<file path="src/rtl/timer_slot_table_assert.svh">
// ----------------------------------------------------------------------------
// timer_slot_table_assert
// Assertion macros used by the timer slot table RTL
// ----------------------------------------------------------------------------
`ifndef TIMER_SLOT_TABLE_ASSERT_SVH
`define TIMER_SLOT_TABLE_ASSERT_SVH

// same-cycle implication, checked on every clock outside reset
`define TST_ASSERT_IMPLY(lbl, ante, cons, msg) \
  lbl: assert property (@(posedge clk) disable iff (rst) (ante) |-> (cons)) \
    else $error(msg);

// next-cycle implication, checked on every clock outside reset
`define TST_ASSERT_NEXT(lbl, ante, cons, msg) \
  lbl: assert property (@(posedge clk) disable iff (rst) (ante) |=> (cons)) \
    else $error(msg);

`endif

</file>
<file path="src/rtl/tst_pkg.sv">
// ----------------------------------------------------------------------------
// tst_pkg
// Types and codes shared by the timer slot table controller and datapath
// ----------------------------------------------------------------------------
package tst_pkg;

  // command codes on the opcode port
  typedef enum logic [2:0] {
    OP_TICK     = 3'd0,
    OP_QUERY    = 3'd1,
    OP_ADD_PER  = 3'd2,
    OP_ADD_ONE  = 3'd3,
    OP_CANCEL   = 3'd4
  } op_e;

  // result kinds on the kind port
  typedef enum logic [2:0] {
    KIND_FIRED       = 3'd0,
    KIND_TICK_DONE   = 3'd1,
    KIND_DELAY       = 3'd2,
    KIND_ACCEPTED    = 3'd3,
    KIND_REJECTED    = 3'd4,
    KIND_CANCEL_DONE = 3'd5
  } kind_e;

  // controller states
  typedef enum logic [2:0] {
    ST_IDLE,
    ST_SCAN_RD,
    ST_SCAN_EV,
    ST_MOVE_RD,
    ST_MOVE_WR,
    ST_ADD,
    ST_QCALC,
    ST_FINISH
  } state_e;

  localparam logic [15:0] IDLE_TIMEOUT_RST = 16'd1000;

  // controller to datapath
  typedef struct packed {
    logic  latch;
    logic  rd_scan;
    logic  rd_last;
    logic  wr_rearm;
    logic  wr_move;
    logic  wr_add;
    logic  add_periodic;
    logic  idx_inc;
    logic  min_upd;
    logic  qcalc;
    logic  emit;
    kind_e emit_kind;
    logic  emit_last;
  } ctrl_cmd_t;

  // datapath to controller
  typedef struct packed {
    logic in_range;
    logic due;
    logic periodic;
    logic task_hit;
    logic full;
  } ctrl_sts_t;

endpackage

</file>
<file path="src/rtl/tst_ctrl.sv">
// ----------------------------------------------------------------------------
// tst_ctrl
// Sequencer for the timer slot table: walks the slots one read at a time
// ----------------------------------------------------------------------------
module tst_ctrl import tst_pkg::*; (
  input  logic      clk,
  input  logic      rst,
  input  logic      start,
  input  logic [2:0] opcode,
  input  ctrl_sts_t sts,
  output ctrl_cmd_t cmd,
  output logic      busy
);

  state_e state, state_next;
  op_e    op, op_next;

  // state and operation registers
  always_ff @(posedge clk) begin
    if (rst) begin
      state <= ST_IDLE;
      op    <= OP_TICK;
    end else begin
      state <= state_next;
      op    <= op_next;
    end
  end

  assign busy = (state != ST_IDLE);

  // next state and commands
  always_comb begin
    state_next = state;
    op_next    = op;
    cmd        = '0;
    cmd.emit_kind = KIND_FIRED;
    case (state)
      ST_IDLE: begin
        if (start) begin
          cmd.latch = 1'b1;
          case (opcode)
            OP_TICK, OP_QUERY, OP_CANCEL: begin
              op_next    = op_e'(opcode);
              state_next = ST_SCAN_RD;
            end
            OP_ADD_PER, OP_ADD_ONE: begin
              op_next    = op_e'(opcode);
              state_next = ST_ADD;
            end
            default: state_next = ST_IDLE;
          endcase
        end
      end
      ST_ADD: begin
        cmd.emit      = 1'b1;
        cmd.emit_last = 1'b1;
        if (sts.full) begin
          cmd.emit_kind = KIND_REJECTED;
        end else begin
          cmd.emit_kind    = KIND_ACCEPTED;
          cmd.wr_add       = 1'b1;
          cmd.add_periodic = (op == OP_ADD_PER);
        end
        state_next = ST_IDLE;
      end
      ST_SCAN_RD: begin
        if (sts.in_range) begin
          cmd.rd_scan = 1'b1;
          state_next  = ST_SCAN_EV;
        end else if (op == OP_QUERY) begin
          state_next = ST_QCALC;
        end else begin
          cmd.emit      = 1'b1;
          cmd.emit_last = 1'b1;
          cmd.emit_kind = (op == OP_TICK) ? KIND_TICK_DONE : KIND_CANCEL_DONE;
          state_next    = ST_IDLE;
        end
      end
      ST_SCAN_EV: begin
        state_next = ST_SCAN_RD;
        case (op)
          OP_TICK: begin
            if (sts.due) begin
              cmd.emit      = 1'b1;
              cmd.emit_kind = KIND_FIRED;
              if (sts.periodic) begin
                cmd.wr_rearm = 1'b1;
                cmd.idx_inc  = 1'b1;
              end else begin
                state_next = ST_MOVE_RD;
              end
            end else begin
              cmd.idx_inc = 1'b1;
            end
          end
          OP_CANCEL: begin
            if (sts.task_hit) begin
              state_next = ST_MOVE_RD;
            end else begin
              cmd.idx_inc = 1'b1;
            end
          end
          default: begin
            cmd.min_upd = 1'b1;
            cmd.idx_inc = 1'b1;
          end
        endcase
      end
      ST_MOVE_RD: begin
        cmd.rd_last = 1'b1;
        state_next  = ST_MOVE_WR;
      end
      ST_MOVE_WR: begin
        cmd.wr_move = 1'b1;
        state_next  = ST_SCAN_RD;
      end
      ST_QCALC: begin
        cmd.qcalc  = 1'b1;
        state_next = ST_FINISH;
      end
      ST_FINISH: begin
        cmd.emit      = 1'b1;
        cmd.emit_last = 1'b1;
        cmd.emit_kind = KIND_DELAY;
        state_next    = ST_IDLE;
      end
      default: state_next = ST_IDLE;
    endcase
  end

endmodule

</file>
<file path="src/rtl/tst_datapath.sv">
// ----------------------------------------------------------------------------
// tst_datapath
// Slot memory, scan index, slot count, query arithmetic and result register
// ----------------------------------------------------------------------------
module tst_datapath import tst_pkg::*; #(
  parameter int MAX_TIMERS   = 16,
  parameter int TASK_ID_BITS = 8
) (
  input  logic        clk,
  input  logic        rst,
  input  ctrl_cmd_t   cmd,
  output ctrl_sts_t   sts,
  input  logic [63:0] now_ms,
  input  logic [31:0] duration_ms,
  input  logic [7:0]  task_id,
  input  logic        cfg_wr_en,
  input  logic [15:0] cfg_wr_data,
  output logic        result_valid,
  output logic [2:0]  kind,
  output logic [7:0]  fired_task,
  output logic [15:0] delay_ms,
  output logic        last
);

  localparam int CW = $clog2(MAX_TIMERS + 1);
  localparam int IW = (MAX_TIMERS > 1) ? $clog2(MAX_TIMERS) : 1;
  localparam int TW = TASK_ID_BITS;

  typedef struct packed {
    logic [63:0]   deadline;
    logic [31:0]   interval;
    logic          periodic;
    logic [TW-1:0] tid;
  } slot_t;

  slot_t mem [MAX_TIMERS];
  slot_t rd_data;

  logic [63:0]   lat_now;
  logic [31:0]   lat_dur;
  logic [TW-1:0] lat_task;
  logic [CW-1:0] idx;
  logic [CW-1:0] count;
  logic [15:0]   idle_timeout;
  logic [63:0]   earliest;
  logic [63:0]   q_diff;
  logic          q_due;

  logic [15:0]   task_in_wide;
  logic [15:0]   task_rd_wide;
  logic [CW-1:0] last_pos;
  logic          rd_en;
  logic [IW-1:0] rd_addr;
  logic          wr_en;
  logic [IW-1:0] wr_addr;
  slot_t         wr_data;
  logic [15:0]   delay_val;

  assign task_in_wide = 16'(task_id);
  assign task_rd_wide = 16'(rd_data.tid);
  assign last_pos     = count - CW'(1);

  // command operands
  always_ff @(posedge clk) begin
    if (cmd.latch) begin
      lat_now  <= now_ms;
      lat_dur  <= duration_ms;
      lat_task <= task_in_wide[TW-1:0];
    end
  end

  // idle timeout register
  always_ff @(posedge clk) begin
    if (rst) begin
      idle_timeout <= IDLE_TIMEOUT_RST;
    end else if (cfg_wr_en) begin
      idle_timeout <= cfg_wr_data;
    end
  end

  // scan index and slot count
  always_ff @(posedge clk) begin
    if (rst) begin
      idx   <= '0;
      count <= '0;
    end else begin
      if (cmd.latch) begin
        idx <= '0;
      end else if (cmd.idx_inc) begin
        idx <= idx + CW'(1);
      end
      if (cmd.wr_add) begin
        count <= count + CW'(1);
      end else if (cmd.wr_move) begin
        count <= last_pos;
      end
    end
  end

  // memory port selection
  always_comb begin
    rd_en   = cmd.rd_scan | cmd.rd_last;
    rd_addr = cmd.rd_last ? last_pos[IW-1:0] : idx[IW-1:0];
    wr_en   = cmd.wr_rearm | cmd.wr_move | cmd.wr_add;
    wr_addr = cmd.wr_add ? count[IW-1:0] : idx[IW-1:0];
    wr_data = rd_data;
    if (cmd.wr_rearm) begin
      wr_data.deadline = lat_now + 64'(rd_data.interval);
    end else if (cmd.wr_add) begin
      wr_data.deadline = lat_now + 64'(lat_dur);
      wr_data.interval = lat_dur;
      wr_data.periodic = cmd.add_periodic;
      wr_data.tid      = lat_task;
    end
  end

  // slot memory
  always_ff @(posedge clk) begin
    if (wr_en) begin
      mem[wr_addr] <= wr_data;
    end
  end

  always_ff @(posedge clk) begin
    if (rd_en) begin
      rd_data <= mem[rd_addr];
    end
  end

  // status back to the controller
  assign sts.in_range = (idx < count);
  assign sts.due      = (lat_now >= rd_data.deadline);
  assign sts.periodic = rd_data.periodic;
  assign sts.task_hit = (rd_data.tid == lat_task);
  assign sts.full     = (count == CW'(MAX_TIMERS));

  // earliest deadline and its distance from now
  always_ff @(posedge clk) begin
    if (cmd.min_upd && ((idx == '0) || (rd_data.deadline < earliest))) begin
      earliest <= rd_data.deadline;
    end
    if (cmd.qcalc) begin
      q_due  <= (earliest <= lat_now);
      q_diff <= earliest - lat_now;
    end
  end

  // clamp of the reported delay
  always_comb begin
    if (count == '0) begin
      delay_val = idle_timeout;
    end else if (q_due) begin
      delay_val = '0;
    end else if (q_diff > 64'(idle_timeout)) begin
      delay_val = idle_timeout;
    end else begin
      delay_val = q_diff[15:0];
    end
  end

  // result register, one beat per strobe
  always_ff @(posedge clk) begin
    if (rst) begin
      result_valid <= 1'b0;
    end else begin
      result_valid <= cmd.emit;
    end
    if (cmd.emit) begin
      kind       <= cmd.emit_kind;
      last       <= cmd.emit_last;
      fired_task <= (cmd.emit_kind == KIND_FIRED) ? task_rd_wide[7:0] : 8'd0;
      delay_ms   <= (cmd.emit_kind == KIND_DELAY) ? delay_val : 16'd0;
    end
  end

endmodule

</file>
<file path="src/rtl/timer_slot_table.sv">
// ----------------------------------------------------------------------------
// timer_slot_table
// Timer slot table: add, cancel, tick and next-delay query over a slot memory
// ----------------------------------------------------------------------------
// Sequence: add checks for room and emits its beat from the ADD state; tick,
// query and cancel walk the slots with a read and an evaluate state per slot,
// plus a move read and a move write per removed slot; query ends via QCALC.
// Throughput: one command at a time; the next is taken at the final beat's edge.
// Results come at most one beat per cycle, strobed, and are never stalled.
// Synchronous reset empties the table and sets the idle timeout to 1000 ms.
// ----------------------------------------------------------------------------
module timer_slot_table import tst_pkg::*; #(
  parameter int MAX_TIMERS   = 16,
  parameter int TASK_ID_BITS = 8
) (
  input  logic        clk,
  input  logic        rst,
  input  logic        start,
  output logic        busy,
  input  logic [2:0]  opcode,
  input  logic [63:0] now_ms,
  input  logic [31:0] duration_ms,
  input  logic [7:0]  task_id,
  input  logic        cfg_wr_en,
  input  logic [15:0] cfg_wr_data,
  output logic        result_valid,
  output logic [2:0]  kind,
  output logic [7:0]  fired_task,
  output logic [15:0] delay_ms,
  output logic        last
);

  `include "timer_slot_table_assert.svh"

  ctrl_cmd_t cmd;
  ctrl_sts_t sts;

  // sequencer
  tst_ctrl u_ctrl (
    .clk    (clk),
    .rst    (rst),
    .start  (start),
    .opcode (opcode),
    .sts    (sts),
    .cmd    (cmd),
    .busy   (busy)
  );

  // slot storage and arithmetic
  tst_datapath #(
    .MAX_TIMERS   (MAX_TIMERS),
    .TASK_ID_BITS (TASK_ID_BITS)
  ) u_datapath (
    .clk          (clk),
    .rst          (rst),
    .cmd          (cmd),
    .sts          (sts),
    .now_ms       (now_ms),
    .duration_ms  (duration_ms),
    .task_id      (task_id),
    .cfg_wr_en    (cfg_wr_en),
    .cfg_wr_data  (cfg_wr_data),
    .result_valid (result_valid),
    .kind         (kind),
    .fired_task   (fired_task),
    .delay_ms     (delay_ms),
    .last         (last)
  );

  // checks
  `TST_ASSERT_IMPLY(a_fired_not_last, result_valid && (kind == KIND_FIRED), !last, "fired beat marked last")
  `TST_ASSERT_IMPLY(a_last_idle, result_valid && last, !busy, "final beat while still busy")
  `TST_ASSERT_IMPLY(a_reject_full, result_valid && (kind == KIND_REJECTED), sts.full, "reject without a full table")
  `TST_ASSERT_NEXT(a_known_op_busy, start && !busy && (opcode <= OP_CANCEL), busy, "known command not started")

endmodule

</file>
<file path="config.mk">
export PLATFORM = sky130hd
export DESIGN_NAME = timer_slot_table
export DESIGN_NICKNAME = d
export VERILOG_FILES = /design/src/rtl/tst_pkg.sv /design/src/rtl/tst_ctrl.sv /design/src/rtl/tst_datapath.sv /design/src/rtl/timer_slot_table.sv
export VERILOG_INCLUDE_DIRS = /design/src /design/src/rtl
export SDC_FILE = /design/constraint.sdc
export NUM_CORES = 2
export LEC_CHECK = 0
export BUFFER_PORTS_ARGS = -buffer_cell sky130_fd_sc_hd__clkbuf_2
export CAP_MARGIN = 0
export CORE_UTILIZATION = 43
export CTS_CLUSTER_DIAMETER = 50
export DETAILED_ROUTE_END_ITERATION = 8
export PLACE_DENSITY = 0.59
export SLEW_MARGIN = 0
export SYNTH_ARGS = -nofsm -noshare
export SYNTH_HDL_FRONTEND = slang
export SYNTH_SLANG_ARGS = --single-unit
</file>
<file path="constraint.sdc">
create_clock -name clk -period 13.6 [get_ports clk]
set_input_delay 2.72 -clock clk [delete_from_list [all_inputs] [get_ports clk]]
set_output_delay 2.72 -clock clk [all_outputs]
set_load 0.01 [all_outputs]
</file>
* Word-level counts from Yosys, hierarchy flattened
Memory sizes are Yosys's and may differ from the RTL's. A register that Yosys moved wholly into a read port is not among the register bits. Index checks and enable logic that the tools add are counted.
Cells by class: bitwise logic cells 3, add/subtract/negate cells 6, equality and inequality tests 18, reductions and logical operators 17, multiplexer cells 47, magnitude comparators 5
Operators by type and width (number):
- $add 64x32->64 | 2
- $mux 105 | 1
- $ge 64x64->1 | 1
- $gt 64x16->1 | 1
- $le 64x64->1 | 1
- $lt 64x64->1 | 1
- $mux 64 | 1
- $sub 64x64->64 | 1
- $mux 16 | 3
- $mux 41 | 1
- $pmux 3 s7 | 1
- $mux 5 | 4
- $eq 3x2->1 const B | 6
- $eq 3x3->1 const B | 6
- $mux 3 | 6
- $mux 1 | 16
- $mux 4 | 4
- $pmux 4 s4 | 1
- $logic_not 3->1 | 4
- $pmux 3 s2 | 2
- $add 5x1->5 const B | 2
- $logic_not 5->1 | 2
- $mux 2 | 5
- $eq 3x1->1 const B | 3
- other kinds (15) | 21
Storage, ports and cells: memories kept 1, bits in writable memories 1680, output and inout port bits 30, input bits 127, logic and storage cells 113, bits in registers 294
Memory list:
- u_datapath.mem | words 16, bits a word 105, rd ports 1, clocked after memory_dff 1, write ports 1, line tst_datapath.sv:36 | slot_t mem [MAX_TIMERS];

* Depth between registers and ports, before layout
depth in word-level cells 8, mapped depth 14, gate-level depth less buffers 13

* By module
A second synthesis with hierarchy kept.
Unflattened totals: cell total of the unflattened synthesis 7730, area, all modules 93204.4 sq um
By module, submodules not included:
- tst_datapath | sequential area each 61979.4 sq um, times used 1, cells an instance 7664, area each 92680.1 sq um
- tst_ctrl | sequential area each 120.1 sq um, times used 1, cells an instance 66, area each 524.3 sq um

* Worst setup path after synthesis
No wires, ideal clock.
kind input -> register, start input port start, end register u_datapath.idx[2], path slack 5649 ps, path buffers 0, data required time 13484 ps, setup time 116 ps, arrival time 7834 ps, stages on the path 6, path through inv_1 > nor2_1 > nor2_1 > nand2_1 > a21oi_1 > a31o_2
RTL lines:
- start: declaration | line timer_slot_table.sv:18 | input logic start,
- end signal: assignment | line tst_datapath.sv:90 | idx <= idx + CW'(1);
- end: declaration | line tst_datapath.sv:42 | logic [CW-1:0] idx;

* Final worst setup path
start register u_datapath.lat_now[45], end memory u_datapath.mem[13][84] (netlist bit) (enable)
On the way: longest elaborated chain between the ends 8
RTL lines:
- start: declaration | line tst_datapath.sv:39 | logic [63:0] lat_now;
- start signal: assignment | line tst_datapath.sv:66 | lat_now <= now_ms;
- $ge 64x64->1 | line tst_datapath.sv:132 | assign sts.due = (lat_now >= rd_data.deadline);
- $mux 1 | line tst_ctrl.sv:83 | if (sts.due) begin
- $mux 1 | line tst_ctrl.sv:81 | case (op)
- $mux 1 | line tst_ctrl.sv:37 | case (state)
- $or 1x1->1 (2 in a row) | line tst_datapath.sv:104 | wr_en = cmd.wr_rearm | cmd.wr_move | cmd.wr_add;
- $mux 1 | line tst_datapath.sv:119 | if (wr_en) begin
- $mux 1 (implied by the code) | line tst_datapath.sv:120 | mem[wr_addr] <= wr_data;
- end: declaration | line tst_datapath.sv:36
Every way passes these cells.

==> impl_metrics.ini <==
[run_status]
outcome = finished clean

[sta]
holdWs_ns = 0.483
finalCriticalPeriod_ns = 7.49
worst_pin_slew_ns = 1.42
grt_setup_unrepaired = no
fmax_mhz = 134
slew_violations = 0
tns_ns = 0
setup_slack_ns = 6.11
setup_viol = 0
hold_violations = 0
finClkSkew_ns = 0.0695
period_share = 0.551
relSlewSlack = 0.0439

[die]
initial_utilization = 0.432
rows = 168
core_area_um2 = 209000
die_area_um2 = 212000
die_height_um = 461
io_pins = 157
dieWidth_um = 461

[logic_synthesis]
synthArstFlopShare = 0
ys_seq_area_frac = 0.686
synth.top_cell.area_share = 0.679
synth-seq-cells = 2079
synthFlopType = edfxtp_1
avgSynthCellArea_um2 = 16.7
syn_inst = 5414
yosysWarnings = 0
synthesis.area_um2 = 90500
synth_area_leaders = edfxtp_1 68%, mux4_2 10%, ha_1 3.9%
synth_cell_types = 99
yosysTopAreaCell = edfxtp_1
synth_commonest_cells = 2,046 x edfxtp_1, 420 x mux4_2, 331 x a21oi_1, 283 x nand2_1, 279 x ha_1
synth_most_common_cell = edfxtp_1
syn_nets = 5823
synth-edff-count = 2046

[worst_setup_path]
cp-start-kind = flop
critPathArrivalTime_ns = 7.98
endpoint_kind = flop
cp_slowest_cell = nor4_1
path_delay_family = simple AND/OR/NAND/NOR gates
path_buf_inv = 2
worstPathCellList = ha_1 > nand4_1 > nor4_1 > nand3_1 > nor2_1 > a2111oi_2 > a211oi_2 > nand3_2 > a21oi_1 > o21ai_0 > nor2_4 > buf_4 > buf_4
slowest_delay_ns = 0.99
cp_common_cell = buf_4
worstPathRequired_ns = 14.09
critPathMaxFanout = 48
crit_type = reg2reg

[cts]
cts_sinks = 2079
tritoncts = yes
numCtsBuffers = 233
cts_resized = 0
clock_path_buffers = 3
cts_hold_buf = 0
path_clk_slew_ns = 0.06
htree_levels = 4
postCtsSetupRepairBufs = 0
clk_latency_ns = 0.90
root_buffer = clkbuf_16

[grt]
grt_pass1_vias = 50100
globalRouteTotalUtil = 0.238
grt_start_max_net_pins = 125
antenna_found_initial = 15
overflow = 0
grt_pass1_wl_um = 363000

[drt]
drc = 0
via_per_inst = 5.90
wl_um = 254000
drtAntennaViolNets = 0
route.vias.total = 51400
wl_per_cell_um = 29.2
drt_iter0_drc = 5816
first_pass_iters = 5

[cells_and_area]
fin_area_um2 = 103000
drive_gt1_frac = 0.190
fill_cells = 17600
multi_input_area_um2 = 26700
seq_area_um2 = 62100
fin_nets = 6100
final_cell_count_no_fill = 8699
synthToLayoutAreaGrowth_pct = 13.4
final_util = 0.490

[flow_run]
drv_cap = 0

[placed_design]
dpl_worst_slack_ns = 6.18
numPortBuffers = 156
dp_hpwl_um = 161000
dp_cells = 8261
gp_congestion = 0.931
placed_area_um2 = 95100

[power_and_ir_drop]
finalPower_mw = 14.8
cellPowerDensity_nw_per_um2 = 144
ir_worst_vdd_uv = 131
leakagePower_nw = 35.6

[hold_path]
hold_path_class = reg2reg
cell families after synthesis:
group | Yosys count | share of synthesized area
and+or+nand+nor | 894 | 0.0497
buffers and inverters | 484 | 0.0213
DFF | 2079 | 0.686
muxes | 548 | 0.119
xor gates and xnor gates | 145 | 0.0140
AOI/OAI and AO/OA | 982 | 0.0710
adders and majority gates | 282 | 0.0392
metal layers:
| metal | GRT usage | part of all wire |
|---|---|---|
| met2 | 0.365 | 0.46 |
| met5 | 0 | 0.00023 |
| met3 | 0.0358 | 0.075 |
| met1 | 0.353 | 0.44 |
| met4 | 0.0689 | 0.027 |
registers in the layout (all words and copies together) (netlist names), 5 cells and up:
name / flops
u_datapath.idle_timeout: 16
u_datapath.idx: 5
u_datapath.lat_now: 64
u_datapath.lat_dur: 32
u_datapath.fired_task: 8
u_datapath.earliest: 64
u_datapath.rd_data: 104
u_datapath.mem: 1680
u_datapath.q_diff: 64
u_datapath.lat_task: 8
u_datapath.delay_ms: 16
u_datapath.count: 5
report_power, final:
part | switching, mW | internal [mW]
clock | 2.63 | 3.54
sequential | 0.102 | 7.23
combinational | 0.827 | 0.425
total | 3.56 | 11.2
area by class of cell:
type,count,share of cell area
Antenna cell,6,0.000146
Timing Repair Buffer,273,0.0171
Sequential cell,2079,0.605
Clock inverter,156,0.0153
Multi-Input combinational cell,2851,0.260
Inverter,253,0.00925
Clock buffer,276,0.0588
Tap cell,2805,0.0342
path summary, 6_finish.rpt:
check / start / end / slack [ns] / cells past startpoint
setup / recovery: u_datapath.lat_now[45] / u_datapath.mem[13][84] / 6.11 / 13
setup reg to reg: u_datapath.lat_now[45] / u_datapath.mem[13][84] / 6.11 / 13
hold reg to reg: u_datapath.rd_data[74] / u_datapath.earliest[33] / 0.48 / 0
hold / removal: u_datapath.rd_data[74] / u_datapath.earliest[33] / 0.48 / 0
cells in the final DEF (no fill, tap or decap), drive strengths merged, types with 14 or more instances in the layout:
cell    count
a211oi    138
a21o      130
a21oi     332
a22o       20
a31oi      23
and2       24
and3       24
and4       14
buf       117
bufinv     18
clkbuf    432
clkinv     99
dfxtp      33
edfxtp   2046
ha        279
inv       279
mux2i     127
mux4      420
nand2     285
nand2b     23
nand3      58
nand4      64
nor2      156
nor2b     134
nor3       44
nor4       27
o211ai     23
o21a       34
o21ai     148
o21bai     21
xnor2      89
xor2       56
Power figures use the tool's default switching activity.
